==> src/hw/rtl/wildcard_line_matcher_core_macros.svh <==
// ---------------------------------------------------------------------------
// wildcard line matcher assertion macros
// concurrent assertion shorthands, compiled out for synthesis
// ---------------------------------------------------------------------------
`ifndef WILDCARD_LINE_MATCHER_CORE_MACROS_SVH
`define WILDCARD_LINE_MATCHER_CORE_MACROS_SVH

`ifndef SYNTHESIS

`define WLM_ASSERT_NOW(label, clk, rst, ante, cons) \
  label: assert property (@(posedge clk) disable iff (rst) (ante) |-> (cons)) \
    else $error("wlm assertion failed");

`define WLM_ASSERT_NEXT(label, clk, rst, ante, cons) \
  label: assert property (@(posedge clk) disable iff (rst) (ante) |=> (cons)) \
    else $error("wlm assertion failed");

`else

`define WLM_ASSERT_NOW(label, clk, rst, ante, cons)

`define WLM_ASSERT_NEXT(label, clk, rst, ante, cons)

`endif

`endif

==> src/hw/rtl/wlm_pkg.sv <==
`timescale 1ns / 1ps
// ---------------------------------------------------------------------------
// wlm_pkg
// operation and result codes and byte constants of the wildcard line matcher
// ---------------------------------------------------------------------------
package wlm_pkg;

  typedef enum logic [1:0] {
    OP_PAT_CHAR = 2'd0,
    OP_PAT_END  = 2'd1,
    OP_TEXT     = 2'd2,
    OP_CLEAR    = 2'd3
  } op_t;

  typedef enum logic [1:0] {
    RES_USUAL  = 2'd0,
    RES_FIT    = 2'd1,
    RES_MISFIT = 2'd2,
    RES_ERROR  = 2'd3
  } res_t;

  localparam logic [7:0] LF_BYTE   = 8'h0A;
  localparam logic [7:0] CR_BYTE   = 8'h0D;
  localparam logic [7:0] ANY_BYTE  = 8'h3F;
  localparam logic [7:0] STAR_BYTE = 8'h2A;

endpackage

==> src/hw/rtl/wlm_in_if.sv <==
`timescale 1ns / 1ps
// ---------------------------------------------------------------------------
// wlm_in_if
// input channel: operation code and byte
// ---------------------------------------------------------------------------
interface wlm_in_if;
  logic       valid;
  logic       ready;
  logic [1:0] op;
  logic [7:0] ch;

  modport source (output valid, output op, output ch, input ready);
  modport sink (input valid, input op, input ch, output ready);
endinterface

==> src/hw/rtl/wlm_out_if.sv <==
`timescale 1ns / 1ps
// ---------------------------------------------------------------------------
// wlm_out_if
// result channel: two-bit answer per beat
// ---------------------------------------------------------------------------
interface wlm_out_if;
  logic       valid;
  logic       ready;
  logic [1:0] meaning;

  modport source (output valid, output meaning, input ready);
  modport sink (input valid, input meaning, output ready);
endinterface

==> src/hw/rtl/wlm_table.sv <==
`timescale 1ns / 1ps
// ---------------------------------------------------------------------------
// wlm_table
// pattern table memory, one write port, one registered read port with
// write-to-read forwarding
// ---------------------------------------------------------------------------
module wlm_table #(
  parameter int DEPTH  = 33,
  parameter int ADDR_W = 6,
  parameter int DATA_W = 15
) (
  input  logic              clk,
  input  logic              we,
  input  logic [ADDR_W-1:0] waddr,
  input  logic [DATA_W-1:0] wdata,
  input  logic [ADDR_W-1:0] raddr,
  output logic [DATA_W-1:0] rdata
);

  logic [DATA_W-1:0] mem [DEPTH];

  always_ff @(posedge clk) begin
    if (we) begin
      mem[waddr] <= wdata;
    end
  end

  always_ff @(posedge clk) begin
    if (we && (waddr == raddr)) begin
      rdata <= wdata;
    end else begin
      rdata <= mem[raddr];
    end
  end

endmodule

==> src/hw/rtl/wlm_matcher.sv <==
`timescale 1ns / 1ps
// ---------------------------------------------------------------------------
// wlm_matcher
// pattern loader and match state; the entry at the current match position
// is kept prefetched from the table so each beat resolves combinationally in its own cycle
// ---------------------------------------------------------------------------
module wlm_matcher import wlm_pkg::*; #(
  parameter int MAX_PATTERN_CHARS = 32
) (
  input  logic       clk,
  input  logic       rst,
  input  logic       acc,
  input  logic [1:0] op,
  input  logic [7:0] ch,
  output logic [1:0] res
);

  localparam int DEPTH  = MAX_PATTERN_CHARS + 1;
  localparam int IDX_W  = (DEPTH > 1) ? $clog2(DEPTH) : 1;
  localparam int DATA_W = 8 + IDX_W + 1;
  localparam logic [IDX_W-1:0] LAST_IDX = IDX_W'(MAX_PATTERN_CHARS);

  typedef struct packed {
    logic [7:0]       chr;
    logic [IDX_W-1:0] roll;
    logic             reject;
  } entry_t;

  logic [IDX_W-1:0] insert_count, insert_count_next;
  logic [IDX_W-1:0] load_roll_index, load_roll_index_next;
  logic             seen_star, seen_star_next;
  logic             pattern_ready, pattern_ready_next;
  logic             pattern_overflow, pattern_overflow_next;
  logic [IDX_W-1:0] match_index, match_index_next;
  logic             line_rejected, line_rejected_next;

  logic              tbl_we;
  entry_t            tbl_wentry;
  logic [DATA_W-1:0] tbl_rdata;
  entry_t            cur;

  assign cur = entry_t'(tbl_rdata);

  always_comb begin
    logic ovf;
    insert_count_next     = insert_count;
    load_roll_index_next  = load_roll_index;
    seen_star_next        = seen_star;
    pattern_ready_next    = pattern_ready;
    pattern_overflow_next = pattern_overflow;
    match_index_next      = match_index;
    line_rejected_next    = line_rejected;
    tbl_we                = 1'b0;
    tbl_wentry.chr        = ch;
    tbl_wentry.roll       = load_roll_index;
    tbl_wentry.reject     = !seen_star;
    res                   = RES_USUAL;
    ovf                   = pattern_overflow;
    unique case (op_t'(op))
      OP_PAT_CHAR: begin
        if (pattern_ready) begin
          res = RES_ERROR;
        end else begin
          if (ch == STAR_BYTE) begin
            seen_star_next       = 1'b1;
            load_roll_index_next = insert_count;
          end else if (insert_count < LAST_IDX) begin
            tbl_we            = acc;
            insert_count_next = insert_count + IDX_W'(1);
          end else begin
            ovf = 1'b1;
          end
          pattern_overflow_next = ovf;
          res = ovf ? RES_ERROR : RES_USUAL;
        end
      end
      OP_PAT_END: begin
        if (pattern_ready) begin
          res = RES_ERROR;
        end else begin
          tbl_wentry.chr     = LF_BYTE;
          tbl_we             = acc;
          pattern_ready_next = 1'b1;
          match_index_next   = '0;
          line_rejected_next = 1'b0;
          res = pattern_overflow ? RES_ERROR : RES_USUAL;
        end
      end
      OP_TEXT: begin
        if (!pattern_ready || pattern_overflow) begin
          res = RES_ERROR;
        end else if (ch == CR_BYTE) begin
          res = RES_USUAL;
        end else if (ch == LF_BYTE) begin
          res = (cur.chr == LF_BYTE) ? RES_FIT : RES_MISFIT;
          match_index_next   = '0;
          line_rejected_next = 1'b0;
        end else if ((cur.chr == ch) || (cur.chr == ANY_BYTE)) begin
          if (!line_rejected && (match_index != LAST_IDX)) begin
            match_index_next = match_index + IDX_W'(1);
          end
        end else if (cur.reject) begin
          line_rejected_next = 1'b1;
        end else begin
          match_index_next = cur.roll;
        end
      end
      OP_CLEAR: begin
        insert_count_next     = '0;
        load_roll_index_next  = '0;
        seen_star_next        = 1'b0;
        pattern_ready_next    = 1'b0;
        pattern_overflow_next = 1'b0;
        match_index_next      = '0;
        line_rejected_next    = 1'b0;
      end
      default: begin
        res = RES_ERROR;
      end
    endcase
    if (!acc) begin
      match_index_next = match_index;
    end
  end

  always_ff @(posedge clk) begin
    if (rst) begin
      insert_count     <= '0;
      load_roll_index  <= '0;
      seen_star        <= 1'b0;
      pattern_ready    <= 1'b0;
      pattern_overflow <= 1'b0;
      match_index      <= '0;
      line_rejected    <= 1'b0;
    end else if (acc) begin
      insert_count     <= insert_count_next;
      load_roll_index  <= load_roll_index_next;
      seen_star        <= seen_star_next;
      pattern_ready    <= pattern_ready_next;
      pattern_overflow <= pattern_overflow_next;
      match_index      <= match_index_next;
      line_rejected    <= line_rejected_next;
    end
  end

  // read address follows the next match position so the entry is ready
  wlm_table #(
    .DEPTH  (DEPTH),
    .ADDR_W (IDX_W),
    .DATA_W (DATA_W)
  ) u_table (
    .clk   (clk),
    .we    (tbl_we),
    .waddr (insert_count),
    .wdata (tbl_wentry),
    .raddr (match_index_next),
    .rdata (tbl_rdata)
  );

endmodule

==> src/hw/rtl/wildcard_line_matcher_core.sv <==
`timescale 1ns / 1ps
// ---------------------------------------------------------------------------
// wildcard_line_matcher_core
// loads a wildcard pattern ('*' any run, '?' any byte) and judges text lines
// at each line feed; one answer per beat
// ---------------------------------------------------------------------------
//   channel   dir   payload            use
//   items     in    op[1:0], ch[7:0]   pattern chars, end mark, text, clear
//   results   out   meaning[1:0]       usual, fit, misfit, error
//
// one beat per cycle unless stalled, one answer per beat in the next cycle
// the match index, table read and index update close in a loop through the
// registered table read; synchronous reset clears pattern and match state;
// table contents are not cleared and are only read where already written
// a stalled answer holds in the output register; a new beat is taken in the
// same cycle the pending answer leaves
// ---------------------------------------------------------------------------
`include "wildcard_line_matcher_core_macros.svh"

module wildcard_line_matcher_core import wlm_pkg::*; #(
  parameter int MAX_PATTERN_CHARS = 32
) (
  input logic      clk,
  input logic      rst,
  wlm_in_if.sink   items,
  wlm_out_if.source results
);

  logic       acc;
  logic [1:0] res;
  logic       out_valid;
  logic [1:0] out_meaning;

  assign items.ready     = !out_valid || results.ready;
  assign acc             = items.valid && items.ready;
  assign results.valid   = out_valid;
  assign results.meaning = out_meaning;

  wlm_matcher #(
    .MAX_PATTERN_CHARS (MAX_PATTERN_CHARS)
  ) u_matcher (
    .clk (clk),
    .rst (rst),
    .acc (acc),
    .op  (items.op),
    .ch  (items.ch),
    .res (res)
  );

  always_ff @(posedge clk) begin
    if (rst) begin
      out_valid <= 1'b0;
    end else if (acc) begin
      out_valid <= 1'b1;
    end else if (results.ready) begin
      out_valid <= 1'b0;
    end
  end

  always_ff @(posedge clk) begin
    if (acc) begin
      out_meaning <= res;
    end
  end

  `WLM_ASSERT_NEXT(a_accept_gives_answer, clk, rst, acc, out_valid)
  `WLM_ASSERT_NOW(a_no_overrun, clk, rst, out_valid && !results.ready, !acc)
  `WLM_ASSERT_NEXT(a_drain_empties, clk, rst, out_valid && results.ready && !acc, !out_valid)

endmodule

==> src/flat_wrapper.sv <==
// flat-port wrapper written by rule: the top's interface ports become plain ports
module wildcard_line_matcher_core_flat import wlm_pkg::*;
#(
  parameter int MAX_PATTERN_CHARS = 32
)
  (clk, rst, items_valid, items_op, items_ch, items_ready, results_valid, results_meaning, results_ready);
  wlm_in_if items_i ();
  wlm_out_if results_i ();
  input logic clk;
  input logic rst;
  input wire logic [$bits(items_i.valid)-1:0] items_valid;
  input wire logic [$bits(items_i.op)-1:0] items_op;
  input wire logic [$bits(items_i.ch)-1:0] items_ch;
  output wire logic [$bits(items_i.ready)-1:0] items_ready;
  output wire logic [$bits(results_i.valid)-1:0] results_valid;
  output wire logic [$bits(results_i.meaning)-1:0] results_meaning;
  input wire logic [$bits(results_i.ready)-1:0] results_ready;
  assign items_i.valid = items_valid;
  assign items_i.op = items_op;
  assign items_i.ch = items_ch;
  assign items_ready = items_i.ready;
  assign results_valid = results_i.valid;
  assign results_meaning = results_i.meaning;
  assign results_i.ready = results_ready;
  wildcard_line_matcher_core #(.MAX_PATTERN_CHARS(MAX_PATTERN_CHARS)) u_core (.clk(clk), .rst(rst), .items(items_i), .results(results_i));
endmodule
==> config.mk <==
export PLATFORM = sky130hd
export DESIGN_NAME = wildcard_line_matcher_core_flat
export DESIGN_NICKNAME = d
export VERILOG_FILES = /design/src/hw/rtl/wlm_pkg.sv /design/src/hw/rtl/wlm_in_if.sv /design/src/hw/rtl/wlm_out_if.sv /design/src/hw/rtl/wlm_table.sv /design/src/hw/rtl/wlm_matcher.sv /design/src/hw/rtl/wildcard_line_matcher_core.sv /design/src/flat_wrapper.sv
export VERILOG_INCLUDE_DIRS = /design/src /design/src/hw/rtl
export SDC_FILE = /design/constraint.sdc
export NUM_CORES = 1
export LEC_CHECK = 0
export BUFFER_PORTS_ARGS = -buffer_cell sky130_fd_sc_hd__clkbuf_2
export CAP_MARGIN = 15
export CORE_MARGIN = 4
export CORE_UTILIZATION = 50
export CTS_CLUSTER_DIAMETER = 150
export DETAILED_ROUTE_END_ITERATION = 16
export GPL_ROUTABILITY_DRIVEN = 0
export PLACE_DENSITY_LB_ADDON = 0.15
export SLEW_MARGIN = 20
export SYNTH_ARGS = -nofsm -noshare
export SYNTH_HDL_FRONTEND = slang
export SYNTH_SLANG_ARGS = --single-unit
==> constraint.sdc <==
create_clock -name clk -period 8 [get_ports clk]
set_input_delay 1.6 -clock clk [delete_from_list [all_inputs] [get_ports clk]]
set_output_delay 1.6 -clock clk [all_outputs]
set_load 0.03 [all_outputs]
======== After elaboration in Yosys (flattened, before gate mapping) ========
Memory sizes are Yosys's and may differ from the RTL's. A register that Yosys moved wholly into a read port is not among the register bits.
Index checks and enable logic that the tools add are counted.
word-level totals
  memory bits (writable) .................. 495
  output and inout bits ................... 4
  memories kept ........................... 1
  bits in registers ....................... 25
  input bits .............................. 14
cells by class
  eq/ne operators ......................... 19
  reductions and logical operators ........ 19
  mux-type cells .......................... 53
  add/subtract/negate cells ............... 2
  $lt $le $gt $ge ......................... 1
memories
  memory                        words  bits a word  rd ports  clocked after memory_dff  write ports  RTL line         source
  u_core.u_matcher.u_table.mem  33     15           1         1                         1            wlm_table.sv:20  logic [DATA_W-1:0] mem [DEPTH];
operator list
  cell                                                             number
  6-bit two-way mux                                                13
  8-bit by 4-bit == test with 1-bit output, second input constant  3
  6-bit one-hot mux with 2 select lines                            2
  1-bit two-way mux                                                21
  6-bit one-hot mux with 3 select lines                            1
  8-bit by 6-bit == test with 1-bit output, second input constant  2
  2-bit two-way mux                                                8
  8-bit two-way mux                                                2
  2-bit != test, second input constant                             7
  6-bit by 1-bit adder with 6-bit output, second input constant    2
  8-bit == test                                                    1
  1-bit one-hot mux with 2 select lines                            4
  7-bit AND reduction                                              1
  6-bit < comparator, second input constant                        1
  6-bit != test, second input constant                             1
  2-bit one-hot mux with 3 select lines                            1
  2-bit nonzero test                                               3
  5-bit AND reduction                                              1
  2-bit == test, second input constant                             2
  1-bit logical NOT                                                4
  4-bit AND reduction                                              1
  1-bit logical OR                                                 3
  3-bit by 2-bit != test with 1-bit output, second input constant  1
  3-bit != test, second input constant                             1
  other kinds (7)                                                  8

======== Depth between registers and ports, before layout ========
Gate-level depths: netlist of the first run.
  word-level depth ........................ 9
  mapped depth ............................ 16
  mapped depth without buffers ............ 10

======== Cells and area by module ========
Synthesis of the first run repeated with hierarchy kept, for this count alone.
unflattened totals
  cell total of the unflattened synthesis .. 1,248
  area, all modules ....................... 21,262.9 um2
modules (own cells, without submodules)
  module                      seq. area each (um2)  cells an instance  area an instance (um2)  times used
  wlm_table                   14,984.4              1,055              19,620.1                1
  wlm_matcher                 440.4                 186                1,527.7                 1
  wildcard_line_matcher_core  80.1                  7                  115.1                   1

======== Worst setup path before layout of the first run ========
OpenSTA, ideal clock, no wires.
  path kind ............................... input to register
  start point ............................. in results_ready
  end point ............................... mem u_core.u_matcher.u_table.mem[15][0] (enable)
  arrival ................................. 3,772 ps
  path slack .............................. 3,842 ps
  library setup time ...................... 386 ps
  required time ........................... 7,614 ps
  stages .................................. 7
  path buffers ............................ 1
  cell sequence ........................... nand2b_1 and2_1 clkbuf_1 nand2_1 nor3_1 nand3b_1 nor2_1
between the ends
  cells in the longest elaborated chain, start to end .. 8
  elaborated cells on any way between the ends .. 9
  classes of those cells .................. mux: 7; reduce/logical: 2
ends and longest elaborated chain
  element                                    RTL line                          source
  from (decl)                                flat_wrapper.sv:17                input wire logic [$bits(results_i.ready)-1:0] results_ready;
  1-bit logical OR *                         wildcard_line_matcher_core.sv:34  assign items.ready = !out_valid || results.ready;
  1-bit logical AND *                        wildcard_line_matcher_core.sv:35  assign acc = items.valid && items.ready;
  named net u_core.acc                       wildcard_line_matcher_core.sv:29  logic acc;
  1-bit two-way mux                          wlm_matcher.sv:67                 end else if (insert_count < LAST_IDX) begin
  1-bit two-way mux                          wlm_matcher.sv:64                 if (ch == STAR_BYTE) begin
  1-bit two-way mux                          wlm_matcher.sv:61                 if (pattern_ready) begin
  1-bit one-hot mux with 2 select lines *    wlm_matcher.sv:59                 unique case (op_t'(op))
  1-bit two-way mux *                        wlm_table.sv:23                   if (we) begin
  1-bit two-way mux (not written as such) *  wlm_table.sv:24                   mem[waddr] <= wdata;
  to (decl)                                  wlm_table.sv:20
The timed path passes the listed nets; every way through them passes the cells marked *.

==> run_results.csv, run 1 <==
group,metric,value,unit
status,outcome,"finished clean",
timing,setup-violations-final,0,
placed_design,hpwl,28.77,mm
cells_and_area,drive_gt1_share,19.44,%
timing,grt_setup_unrepaired,"false",
cells_and_area,syn_to_final_growth,11.08,%
pwr,p_leak,7.045,nW
critical_path,crit_path_end_kind,"flop",
floorplanning,core,0.04204,mm²
synthesis,avgSynthCellArea,18.08,µm²
cells_and_area,stdcell_area,0.02368,mm²
route,via_per_inst,5.973,
synthesis,syn_nets,1196,
synthesis,yosysSeqAreaShare,72.74,%
critical_path,crit_path_top_delay_cell,"dfxtp_4",
critical_path,path_delay_family,"compound AO/OA/AOI/OAI gates",
floorplanning,dieArea,0.04600,mm²
route,vias,10840,
synthesis,syn_area,0.02132,mm²
route,detail-route-antenna-nets,0,
critical_path,rrSetupSlack,3490,ps
floorplanning,num_rows,75,
placed_design,dpl_cell_area,0.02202,mm²
placed_design,io_buffers,17,
critical_path,crit_type,"reg2reg",
critical_path,max_stage_delay,910,ps
critical_path,path_common_cell,"mux2i_1",
timing,max_clock_freq,0.2215,GHz
clock_tree,htreeDepth,2,
route,dr.first_iter.drc_count,1009,
critical_path,start_kind,"flop",
synthesis,netlist_instances,1179,
cells_and_area,final_common_cell,"edfxtp_1",
clock_tree,cts_root_buffer,"clkbuf_16",
global_routing,overflow,0,
floorplanning,num_io_pins,18,
global_routing,grt_pass1_wl,70.59,mm
synthesis,ys_ff_latch,526,
clock_tree,clockBufferDepth,3,
clock_tree,clock-sinks,526,
cells_and_area,fill_cells,3270,
cells_and_area,final_cell_mix,"edfxtp_1 (497), mux2i_1 (109), mux4_2 (74)",
synthesis,synth_top_flop_cell,"edfxtp_1",
synthesis,yosysWarnings,0,
pwr,totalPowerFinal,5.461,mW
timing,period_share,56.43,%
critical_path,reg2reg_depth,11,
clock_tree,path_clk_slew,60,ps
timing,relSlewSlack,25.39,%
clock_tree,clock_latency,580,ps
timing,hold_viol,0,
timing,worst_clock_skew,17.11,ps
cells_and_area,nets,1253,
clock_tree,holdBufCountCts,0,
timing,worst_pin_slew,1118,ps
synthesis,yosysUniqueCellTypes,66,
critical_path,critPathBufInv,1,
synthesis,synth_edf_count,497,
cells_and_area,multi_input_area,0.005358,mm²
cells_and_area,antenna_cells,0,
global_routing,grt_max_degree,58,
global_routing,grt_pass1_vias,11060,
route,drcViolationCount,0,
critical_path,crit_arrival,4950,ps
critical_path,crit_required,8430,ps
job,maxCapViolCount,0,
critical_path,path_max_fanout,50,
critical_path,crit_cells,11,
global_routing,track_usage,20.27,%
cells_and_area,regArea,0.01552,mm²
clock_tree,cts-resized-gates,0,
clock_tree,postCtsSetupRepairBufs,0,
clock_tree,cts_tree,"done",
pwr,power_density,230.6,mW/mm²
route,post_drt_wl_per_cell,25.93,µm
floorplanning,die_y,214.5,µm
timing,tns,0,ps
route,firstDrtPassIters,7,
min_path,holdCritPathClass,"reg2reg",
synthesis,synthArstFlopShare,0,%
route,routed_wl,47.07,mm
timing,min_period,4514,ps
timing,slew_viol_final,0,
global_routing,grt_antenna_before_repair,0,
min_path,whs_path_depth,1,
pwr,ir_drop,0.0002018,V
critical_path,cp_cell_sequence,"buf_4 > mux2i_1 > a22oi_1 > a21oi_1 > nor4_2 > xor2_1 > nor3_1 > a31oi_4 > o21ai_4 > mux2i_1 > o22ai_1",
timing,worst_slack,3486,ps
floorplanning,initial_utilization,50.71,%
clock_tree,cts_made_buffers,53,
floorplanning,die_x,214.5,µm
placed_design,pre_cts_slack,3259,ps
metal layers:
layer / part of all wire [%] / global-route usage (%) / vias to the layer above
met1: 43 / 28.43 / 5602
met3: 4.5 / 2.692 / 81
li1: - / - / 4858
met5: 0 / 0 / -
met2: 49 / 33.44 / 300
met4: 2.7 / 6.527 / 0
state kept, by name (all words and copies together), names as in the netlist, named ones only:
register and flops:
u_core.results.meaning 2, u_core.results.valid 1, u_core.u_matcher.insert_count 6, u_core.u_matcher.line_rejected 1, u_core.u_matcher.load_roll_index 6, u_core.u_matcher.match_index 6, u_core.u_matcher.pattern_overflow 1, u_core.u_matcher.pattern_ready 1
u_core.u_matcher.seen_star 1, u_core.u_matcher.u_table.mem 495
stage by stage:
step | hold WS, ps | utilization [%] | instances
3_3_place_gp | 458.3 | 52.38 | 1720
2_1_floorplan | 441.4 | - | 1179
6_report | 493.5 | 56.32 | 1815
5_1_grt | 503.6 | 56.32 | 1815
3_5_place_dp | 477.2 | 52.39 | 1720
4_1_cts | 491.6 | 56.29 | 1815
synthesized netlist by cell type (all sizes together), types with 5 or more instances:
cell | number | share of area, %
dfxtp | 29 | 2.7
and2 | 8 | 0.25
xnor2 | 10 | 0.41
nand4 | 7 | 0.21
nand3b | 6 | 0.21
nor3 | 16 | 0.38
buf | 41 | 1.8
or3 | 5 | 0.15
o21ai | 17 | 0.45
a31oi | 6 | 0.32
edfxtp | 497 | 70
xor2 | 9 | 0.37
mux2i | 109 | 5.1
a22oi | 67 | 2.4
nor2 | 69 | 1.2
nand2b | 5 | 0.15
mux2 | 5 | 0.26
a21oi | 47 | 1.1
clkbuf | 22 | 0.39
inv | 8 | 0.14
nor2b | 15 | 0.48
a211oi | 7 | 0.27
nand3 | 13 | 0.31
nand2 | 36 | 0.65
mux4 | 78 | 8.3
nor4 | 11 | 0.61
cells by family (layout without fill, tap and decap cells):
group	Yosys count	count (layout)	share of synthesized area, %
AOI/OAI and AO/OA	157	157	4.995
xor gates and xnor gates	19	19	0.7807
adders and majority gates	3	3	0.1761
buffers and inverters	71	168	2.301
DFF	526	526	72.74
muxes	192	192	13.69
and+or+nand+nor	211	211	5.318
where the power goes:
group          leakage [nW]  internal [mW]  switching, mW
Combinational          1.64         0.0258         0.0698
Sequential             4.59           3.00        0.00297
Clock                 0.807           1.37          0.993
Total                  7.04           4.40           1.07
worst min path at each step:
stage / startpoint / end / slack [ps]
global route: u_core.u_matcher.line_rejected / u_core.u_matcher.line_rejected / 500
global placement: u_core.u_matcher.line_rejected / u_core.u_matcher.line_rejected / 460
floorplan: u_core.u_matcher.line_rejected / u_core.u_matcher.line_rejected / 440
CTS: u_core.u_matcher.line_rejected / u_core.u_matcher.line_rejected / 490
finish: u_core.u_matcher.line_rejected / u_core.u_matcher.line_rejected / 490
detailed placement: u_core.u_matcher.line_rejected / u_core.u_matcher.line_rejected / 480
cell type report:
cell class,count,area share [%]
multi-input combinational,582,22.63
clock buffer,73,6.183
timing repair buffer,65,1.934
sequential,526,65.53
inverter,8,0.1268
tap,539,2.848
clock inverter,22,0.7504
No activity file was read; power rests on OpenSTA's default activity.
==> run 2, diff against run 1 <==
- clock period: 8 -> 3.62 ns (I/O delays scaled with it)
==> run 2 against run 1 <==
  * Highest routed layer unchanged
  * Cell count up 2.0%
  * Critical path type unchanged
  * Clock power up 140%
  * Core utilization up 1.3 points
  * Non-clock buffer count up 35
==> run_results.csv, run 2 (synthesis gave the netlist of run 1 again) <==
group,metric,value,unit
status,outcome,"finished clean",
timing,slew_viol_final,0,
global_routing,overflow,0,
global_routing,track_usage,20.77,%
cells_and_area,syn_to_final_growth,13.69,%
floorplanning,initial_utilization,50.71,%
cells_and_area,drive_gt1_share,22.24,%
route,drcViolationCount,0,
timing,tns,0,ps
global_routing,grt_pass1_vias,11090,
floorplanning,die_x,214.5,µm
timing,max_clock_freq,0.2998,GHz
route,dr.first_iter.drc_count,928,
clock_tree,cts-resized-gates,0,
route,routed_wl,47.67,mm
cells_and_area,nets,1288,
pwr,totalPowerFinal,12.55,mW
floorplanning,num_io_pins,18,
placed_design,dpl_cell_area,0.02241,mm²
cells_and_area,fill_cells,3213,
floorplanning,die_y,214.5,µm
clock_tree,clock-sinks,526,
clock_tree,clock_latency,590,ps
cells_and_area,antenna_cells,0,
placed_design,io_buffers,17,
cells_and_area,largest_reg_flops,495,
floorplanning,core,0.04204,mm²
critical_path,crit_path_top_delay_cell,"mux4_2",
floorplanning,dieArea,0.04600,mm²
cells_and_area,regArea,0.01552,mm²
global_routing,grt_pass1_wl,71.85,mm
timing,worst_pin_slew,1055,ps
timing,period_share,92.14,%
timing,holdWs,355.3,ps
job,maxCapViolCount,0,
critical_path,crit_type,"reg2reg",
cells_and_area,regMostFlops,"u_core.u_matcher.u_table.mem",
clock_tree,htreeDepth,2,
cells_and_area,final_common_cell,"edfxtp_1",
pwr,ir_drop,0.0004325,V
min_path,holdCritPathClass,"in2reg",
route,detail-route-antenna-nets,0,
route,post_drt_wl_per_cell,25.74,µm
timing,relSlewSlack,29.60,%
clock_tree,postCtsSetupRepairBufs,0,
global_routing,grt_max_degree,50,
timing,worst_clock_skew,19.15,ps
clock_tree,clockBufferDepth,3,
route,vias,10980,
critical_path,max_stage_delay,510,ps
critical_path,path_max_fanout,18,
timing,hold_viol,0,
pwr,power_density,518.0,mW/mm²
clock_tree,cts_tree,"done",
timing,setup-violations-final,0,
route,firstDrtPassIters,5,
floorplanning,num_rows,75,
placed_design,hpwl,29.93,mm
cells_and_area,stdcell_area,0.02424,mm²
critical_path,crit_required,4100,ps
timing,grt_setup_unrepaired,"false",
critical_path,crit_arrival,3810,ps
global_routing,grt_antenna_before_repair,0,
pwr,p_leak,7.362,nW
route,via_per_inst,5.927,
cells_and_area,final_cell_mix,"edfxtp_1 (497), mux2i_1 (109), mux4_2 (74)",
clock_tree,path_clk_slew,60,ps
cells_and_area,multi_input_area,0.005341,mm²
critical_path,start_kind,"flop",
clock_tree,holdBufCountCts,0,
critical_path,rrSetupSlack,280,ps
clock_tree,cts_root_buffer,"clkbuf_16",
clock_tree,cts_made_buffers,53,
timing,min_period,3335,ps
critical_path,crit_path_end_kind,"flop",
critical_path,cp_cell_sequence,"buf_4 > mux4_2 > and2b_1 > a211oi_1 > or3_1 > xnor2_1 > nor4_2 > a31oi_4 > buf_4 > nor3_1 > o31a_1 > nor3_1",
run 2: changes by cell type in the layout (fill, tap and decap cells not counted), moves of 2 or more:
cell | before | now
buf_4 | 47 | 72
buf_12 | 1 | 11
bufinv_16 | 3 | 10
clkbuf_1 | 16 | 9
dfxtp_1 | 24 | 20
dfxtp_2 | 3 | 7
clkinvlp_4 | 0 | 3
clkbuf_8 | 2 | 0
clkinv_1 | 9 | 11
nor2b_2 | 4 | 6
nor2b_4 | 3 | 1
run 2: path summary, 6_finish.rpt:
path,from,end,cells after the start
min,items_valid,u_core.results.valid,3
max,flop,flop,12
min reg2reg,u_core.u_matcher.line_rejected,u_core.u_matcher.line_rejected,1
max reg2reg,flop,flop,12
run 2: stage by stage:
step / worst slack, ps / std cells / utilization [%]
global placement: 235.7 / 1755 / 53.29
CTS: 221.5 / 1852 / 57.64
global route: 0.1208 / 1852 / 57.65
floorplan: 337.5 / 1179 / -
detailed placement: 233.6 / 1755 / 53.30
finish: 284.5 / 1852 / 57.65
run 2: report_power, final:
group,switching [mW],internal (mW),total (mW)
Sequential,0.00666,6.64,6.64
Combinational,0.156,0.0634,0.219
Clock,2.22,3.47,5.69
Total,2.38,10.2,12.6
run 2: layout make-up:
type / instances / area share (%)
well taps: 539 / 2.783
multi-input cells: 582 / 22.04
clock buffers: 64 / 5.818
inverters: 8 / 0.1239
clock inverters: 33 / 1.704
repair buffers: 100 / 3.490
flip-flops and latches: 526 / 64.04
run 2: routing by layer:
layer / track usage [%] / vias up / routed length (µm)
met5: 0 / - / 0
met4: 5.900 / 0 / 1031
met3: 3.146 / 66 / 2578
met2: 35.74 / 329 / 24520
met1: 27.85 / 5646 / 19540
li1: - / 4936 / -
run 2: worst max-delay path, delay by kind of cell, from the launching register on:
family,cells,cell delay [ps]
muxes,1,510
xor gates and xnor gates,1,150
buffers and inverters,2,430
and+or+nand+nor,5,770
DFF,1,500
AOI/OAI and AO/OA,3,880
